===== src/rtl/core/rti_obuf.sv =====
// Two-entry output buffer that decouples the pipeline from the result channel.
// Depends on no package.
module rti_obuf #(
    parameter int DW = 8
) (
    input  logic          aclk,
    input  logic          aresetn,
    input  logic          push,
    input  logic [DW-1:0] push_data,
    output logic          full,
    output logic          m_valid,
    input  logic          m_ready,
    output logic [DW-1:0] m_data
);
    logic [DW-1:0] mem_reg [2];
    logic [1:0]    cnt_reg;
    logic [1:0]    cnt_next;
    logic          wr_reg;
    logic          rd_reg;
    logic          pop;

    assign pop      = m_valid && m_ready;
    assign cnt_next = cnt_reg + 2'(push) - 2'(pop);

    always_ff @(posedge aclk) begin
        if (!aresetn) begin
            cnt_reg <= 2'd0;
            wr_reg  <= 1'b0;
            rd_reg  <= 1'b0;
        end else begin
            cnt_reg <= cnt_next;
            if (push) begin
                wr_reg <= ~wr_reg;
            end
            if (pop) begin
                rd_reg <= ~rd_reg;
            end
        end
    end

    always_ff @(posedge aclk) begin
        if (push) begin
            mem_reg[wr_reg] <= push_data;
        end
    end

    assign full    = (cnt_reg == 2'd2);
    assign m_valid = (cnt_reg != 2'd0);
    assign m_data  = mem_reg[rd_reg];

endmodule

===== config.mk =====
export PLATFORM = sky130hd
export DESIGN_NAME = rti_obuf
export DESIGN_NICKNAME = d
export VERILOG_FILES = /design/src/rtl/core/rti_obuf.sv
export SDC_FILE = /design/constraint.sdc
export NUM_CORES = 1
export LEC_CHECK = 0
export BUFFER_PORTS_ARGS = -buffer_cell sky130_fd_sc_hd__buf_2
export CAP_MARGIN = 20
export CORE_UTILIZATION = 53
export DETAILED_ROUTE_END_ITERATION = 10
export PLACE_DENSITY = 0.86
export SYNTH_ARGS = -nofsm -noshare
export SYNTH_HDL_FRONTEND = slang
export SYNTH_SLANG_ARGS = --single-unit

===== constraint.sdc =====
create_clock -name aclk -period 3.15 [get_ports aclk]
set_input_delay 0.1575 -clock aclk [delete_from_list [all_inputs] [get_ports aclk]]
set_output_delay 0.1575 -clock aclk [all_outputs]
set_load 0.02 [all_outputs]

==> metrics, run 1 <==
row cnt 13; Avg Vias per Cell 4.87; initial antenna violation count 0; largest net degree at the start of global routing 12; antenna cells 0; sw power 216 uW; initial DRC count 7; r2r setup slk 1710 ps; DP HPWL 756 um; max reg flops 16; post-route DRC violation count 0; Clk network pwr share 18.8%; die area 0.00171 mm2; post-synthesis sequential area ratio 70.7%; WS Path Type flop to output port; final slew viol count 0; Pleak 0.000395 uW; Starting Density 60.1%; maximum vdd drop 0.446 mV; Int Pwr 489 uW; Hold Path Class input pin to flop; synth warn 0; Logic pwr share 30.3%; Relative slew margins 51.0%; Worst Path Required 2990 ps; Area Overhead vs Synth 17.7%; hold_ws 27.6 ps; Hold Path Depth 1; HP Start push_data[5]; Port Buffer Count 21; area leader, netlist edfxtp_1; DRT Wirelength 1.13 mm; outcome complete, no violations; TritonCTS Sinks 21; clock latency on the worst-skew pair 310 ps; grt total ovfl 0; post-CTS sizing 0; CP arrival 1400 ps; Final min period 1550 ps; maxcap violations 0; Fin Setup TNS 0 ps; Synth Net Count 62; first-pass GRT wire length 1.49 mm; H-Tree Level Count 1; postcts setup bufs 0; vias 424; largest cells by area after synthesis edfxtp_1 (59%), dfxtp_1 (12%), mux2_1 (11%); Critical R2R Launch cnt_reg[1]$_SDFF_PN0_; Final Net Count 87; worst-margin pin slew 733 ps; Netlist Area Pre-Place 821 um2; Sw Ratio 30.7%; Synth Instances 48; synthesized flop and latch total 21; sequential share of power 50.9%; core footprint 0.00137 mm2; crit start category flop; CTS tree yes; Cell variety after synth 15; Final period util 49.4%; r2r endpoint cnt_reg[1]$_SDFF_PN0_; RSZ-0062 raised after global routing false; fmax 643 MHz; Post-CTS Hold Fix Bufs 0; Tot GR Track Use 14.5%; CP max FO 8; CP endpoint kind output port; die height 41.4 um; Max clock buf depth 2; Worst R2R Path Depth 6; share of Yosys cell area claimed by the top area cell type 58.5%; chip width 41.4 um; # fillers 97; # IOs 22; wire per inst 12.9 um; layout cells sized above 1 34.7%; area of the multi-input gates 228 um2; Final Hold Vio Count 0; Register Area 581 um2; total power draw 705 uW; hold endpoint mem_reg[1][5]$_DFFE_PP_; clock root buffer clkbuf_4; CTS clock-pin slew for the worst setup and hold paths 120 ps; final setup fails 0; Initial DRT Pass Iterations 4; PwrDens 730 mW/mm2; vias in the first global route 347; clock skew 2.54 ps; Inserted Clock Buffers 3; post-synthesis average cell area 17.1 um2; ANT nets after route 0; GP Congestion 0.769
## per-layer routing
layer	up-vias	global-route usage, %	wire, um
met2	19	19.9	487
met5	-	0	0
met3	2	4.79	64
li1	219	-	-
met4	0	11.3	9
met1	184	18.7	565
## metrics by stage
step	util [%]	cell area, um2	instances	setup slack [ps]
5_1_grt	70.7	966	87	1520
6_report	70.7	966	87	1600
3_3_place_gp	68.8	940	83	1770
4_1_cts	70.7	966	87	1580
2_1_floorplan	-	821	48	1800
3_5_place_dp	68.8	940	83	1750
## power groups by stage
stage	Clock (uW)	Combinational [uW]	Sequential (uW)
finish	132	213	359
global route	134	234	366
CTS	126	215	360
detailed placement	0	212	367
global placement	0	207	364
floorplan	0	171	350
## cell usage after synthesis, drive strengths merged
| cell | n |
|---|---|
| and2 | 2 |
| edfxtp | 16 |
| mux2 | 8 |
| inv | 2 |
| nand2b | 1 |
| buf | 1 |
| dfxtp | 5 |
| nor2b | 4 |
| mux2i | 2 |
| xnor3 | 1 |
| or2 | 1 |
| ha | 2 |
| o21a | 2 |
| nand2 | 1 |
## cell usage in the layout, fill, tap and decap left out
master and n:
edfxtp_1 16, clkbuf_1 1, clkbuf_4 3, or2_1 1, mux2i_1 2, o21a_1 1, xnor3_1 1, inv_1 2
nand2_1 1, nand2b_1 1, ha_1 2, dfxtp_1 5, o21a_2 1, nor2b_1 4, buf_2 21, and2_1 2
mux2_1 8
## cell type report
type | instances | share of cell area (%)
inverters | 2 | 0.777
flip-flops and latches | 21 | 60.1
repair buffers | 21 | 10.9
clock buffers | 4 | 2.72
well taps | 15 | 1.94
multi-input cells | 24 | 23.6
## critical path, stage by stage, from the launching register on
cell	delay, ps
dfxtp_1	560
mux2_1	370
buf_2	160
## worst max path at each step
stage | from | endpoint | slack [ps] | cells after the start
floorplan | cnt_reg[1]$_SDFF_PN0_ | cnt_reg[0]$_SDFF_PN0_ | 1800 | 5
global placement | cnt_reg[1]$_SDFF_PN0_ | cnt_reg[1]$_SDFF_PN0_ | 1770 | 6
detailed placement | cnt_reg[1]$_SDFF_PN0_ | cnt_reg[1]$_SDFF_PN0_ | 1750 | 6
CTS | flop | m_data[7] | 1580 | 2
global route | flop | m_data[2] | 1520 | 2
finish | flop | m_data[7] | 1600 | 2
## kinds of logic after synthesis
group | count (synthesis) | share of synthesized area [%]
multiplexers | 10 | 13.4
AND/OR/NAND/NOR | 9 | 6.55
XOR/XNOR | 1 | 2.74
adder cells (fa/ha/maj) | 2 | 3.05
flip-flops | 21 | 70.7
buffers and inverters | 3 | 1.52
AO/OA/AOI/OAI | 2 | 1.98
(Power assumes the default switching activity.)
==> run 2: changes to the inputs <==
- ABC_AREA: not set -> 1
- CORE_UTILIZATION: 53 -> 45
- PLACE_DENSITY: 0.86 -> 0.78
- clock period: 3.15 -> 1.4 ns (I/O delays scaled with it)
==> metrics, run 2 <==
Tot GR Track Use 14.4%; synthesized flop and latch total 21; Synth Area in Compound Gates 0.587%; DP HPWL 908 um; total power draw 1670 uW; CP arrival 1570 ps; Synth Net Count 75; Pleak 0.000502 uW; Synth top cells by count edfxtp_1 (16), nor2_1 (9), inv_1 (8), mux2_4 (8), nand2_1 (8); Port Buffer Count 21; busiest metal layer after global routing met2; Final Non-Filler Cells 121; final setup fails 0; TritonCTS Sinks 21; maximum vdd drop 0.831 mV; antenna cells 0; Hold Path Depth 3; CP max FO 2; CP max stage cell dfxtp_2; Placed Cells 108; largest net degree at the start of global routing 12; CTS tree yes; clock skew 3.82 ps; Clk network pwr share 16.2%; met2 Use GR 28.0%; grt total ovfl 0; synth warn 0; Hold Path Class input pin to flop; clock root buffer clkbuf_4; die area 0.00207 mm2; die height 45.5 um; Final min period 1380 ps; sw power 529 uW; wire per inst 10.8 um; Logic pwr share 36.5%; Worst R2R Path Depth 10; DRT Wirelength 1.30 mm; ANT nets after route 0; area leader, netlist edfxtp_1; fmax 726 MHz; crit start category flop; Cell variety after synth 11; CTS clock-pin slew for the worst setup and hold paths 110 ps; final slew viol count 0; WS Path Type flop to flop; Final Hold Vio Count 0; post-synthesis sequential area ratio 68.1%; PwrDens 1500 mW/mm2; Post-Synth Simple-Gate Area 9.40%; cell family contributing the most delay on the critical path adder cells; layout cells sized above 1 41.7%; Inserted Clock Buffers 3; Async SR Flop Fraction 0%; Initial DRT Pass Iterations 4; Worst Path Required 1590 ps; max reg flops 16; initial DRC count 2; cell chain of the critical path nor2_2 -> nor2_2 -> ha_1 -> inv_1 -> ha_2 -> inv_1 -> nand2_1 -> nand3_1 -> nand2_1 -> nor2_1; most common cell in the synthesized netlist edfxtp_1; core footprint 0.00175 mm2; sequential share of power 47.3%; EDFF count, synth 16; share of Yosys cell area claimed by the top area cell type 56.4%; Final period util 98.4%; row cnt 15; vias in the first global route 527; Relative slew margins 79.9%; # IOs 22; outcome complete, no violations; largest cells by area after synthesis edfxtp_1 (56%), mux2_4 (14%), dfxtp_1 (12%); clock latency on the worst-skew pair 290 ps; Int Pwr 1140 uW; main combinational cell family by area after synthesis multiplexers; first-pass GRT wire length 2.04 mm; met3 global-route usage 3.97%; Synth Flop Type edfxtp_1; Final Net Count 111; Synth Instances 61; met1 Usage GRT 13.2%; post-route DRC violation count 0; Post-Synth XOR/XNOR Area 0%; synthesized-area fraction occupied by adder cells 2.94%; Starting Density 48.8%; Critical Path Max Stage Delay 350 ps; GP Congestion 0.707; Netlist Area Pre-Place 852 um2; vias 544; Sw Ratio 31.7%; most frequent cells in the layout buf_2 (21), edfxtp_1 (16); worst-margin pin slew 301 ps; hold_ws 14.9 ps; maxcap violations 0; post-layout util 64.0%; initial antenna violation count 0; Fin Setup TNS 0 ps; stages on the worst setup path 10; most common cell after layout, fill and taps aside buf_2; post-synthesis average cell area 14.0 um2; Avg Vias per Cell 4.50; RSZ-0062 raised after global routing true; mux cell area share after synthesis 14.1%; Area Overhead vs Synth 31.1%; H-Tree Level Count 1; chip width 45.5 um; # fillers 142; Max clock buf depth 2; worst path bufs/invs 2; CP endpoint kind flop
run 2: stage by stage:
| stage | cell area (um2) | setup slack, ps |
|---|---|---|
| after floorplan | 852 | 98.9 |
| after global placement | 992 | 72.5 |
| after detailed placement | 992 | -4.11 |
| after CTS | 1100 | 0.179 |
| after global routing | 1120 | -90.2 |
| final | 1120 | 22.7 |
run 2: path summary, 6_finish.rpt:
check / startpoint / end / slack, ps
max: cnt_reg[1]$_SDFF_PN0_ / cnt_reg[1]$_SDFF_PN0_ / 20
min: aresetn / cnt_reg[0]$_SDFF_PN0_ / 10
max reg2reg: cnt_reg[1]$_SDFF_PN0_ / cnt_reg[1]$_SDFF_PN0_ / 20
min reg2reg: wr_reg$_SDFFE_PN0P_ / wr_reg$_SDFFE_PN0P_ / 520
run 2: power by group through the flow:
stage,clock (uW),combinational (uW),sequential (uW)
CTS,282,587,786
global route,308,684,798
detailed placement,0,564,793
global placement,0,537,788
floorplan,0,427,786
finish,270,611,791
run 2: logic make-up after synthesis:
| group | after synthesis |
|---|---|
| AOI/OAI and AO/OA | 1 |
| buffers and inverters | 9 |
| DFF | 21 |
| muxes | 8 |
| adders and majority gates | 2 |
| and+or+nand+nor | 20 |
run 2: layout make-up:
type	count	area [um2]	share of cell area, %
Clock buffer	4	26.3	2.35
Timing Repair Buffer	32	211	18.9
Inverter	8	30.0	2.69
Multi-Input combinational cell	31	235	21.1
Tap cell	25	31.3	2.80
Sequential cell	21	583	52.2
run 2: tightest hold or removal path: cells and delay by family:
kind,cells,cell delay (ps)
simple gates,1,50
buf+inv,2,160
run 2: timing repair:
item / in CTS / in global routing
endpoints found under the hold margin: 16 / 0
setup buffers: 0 / 1
setup endpoints to repair: 1 / 9
pin swaps: 1 / 1
hold buffers: 8 / 0
gates resized for setup: 2 / 3
run 2: metal layers:
metal	vias up	routed length (um)
li1	275	-
met1	249	516
met2	20	702
met3	0	83
met4	0	0
met5	-	0
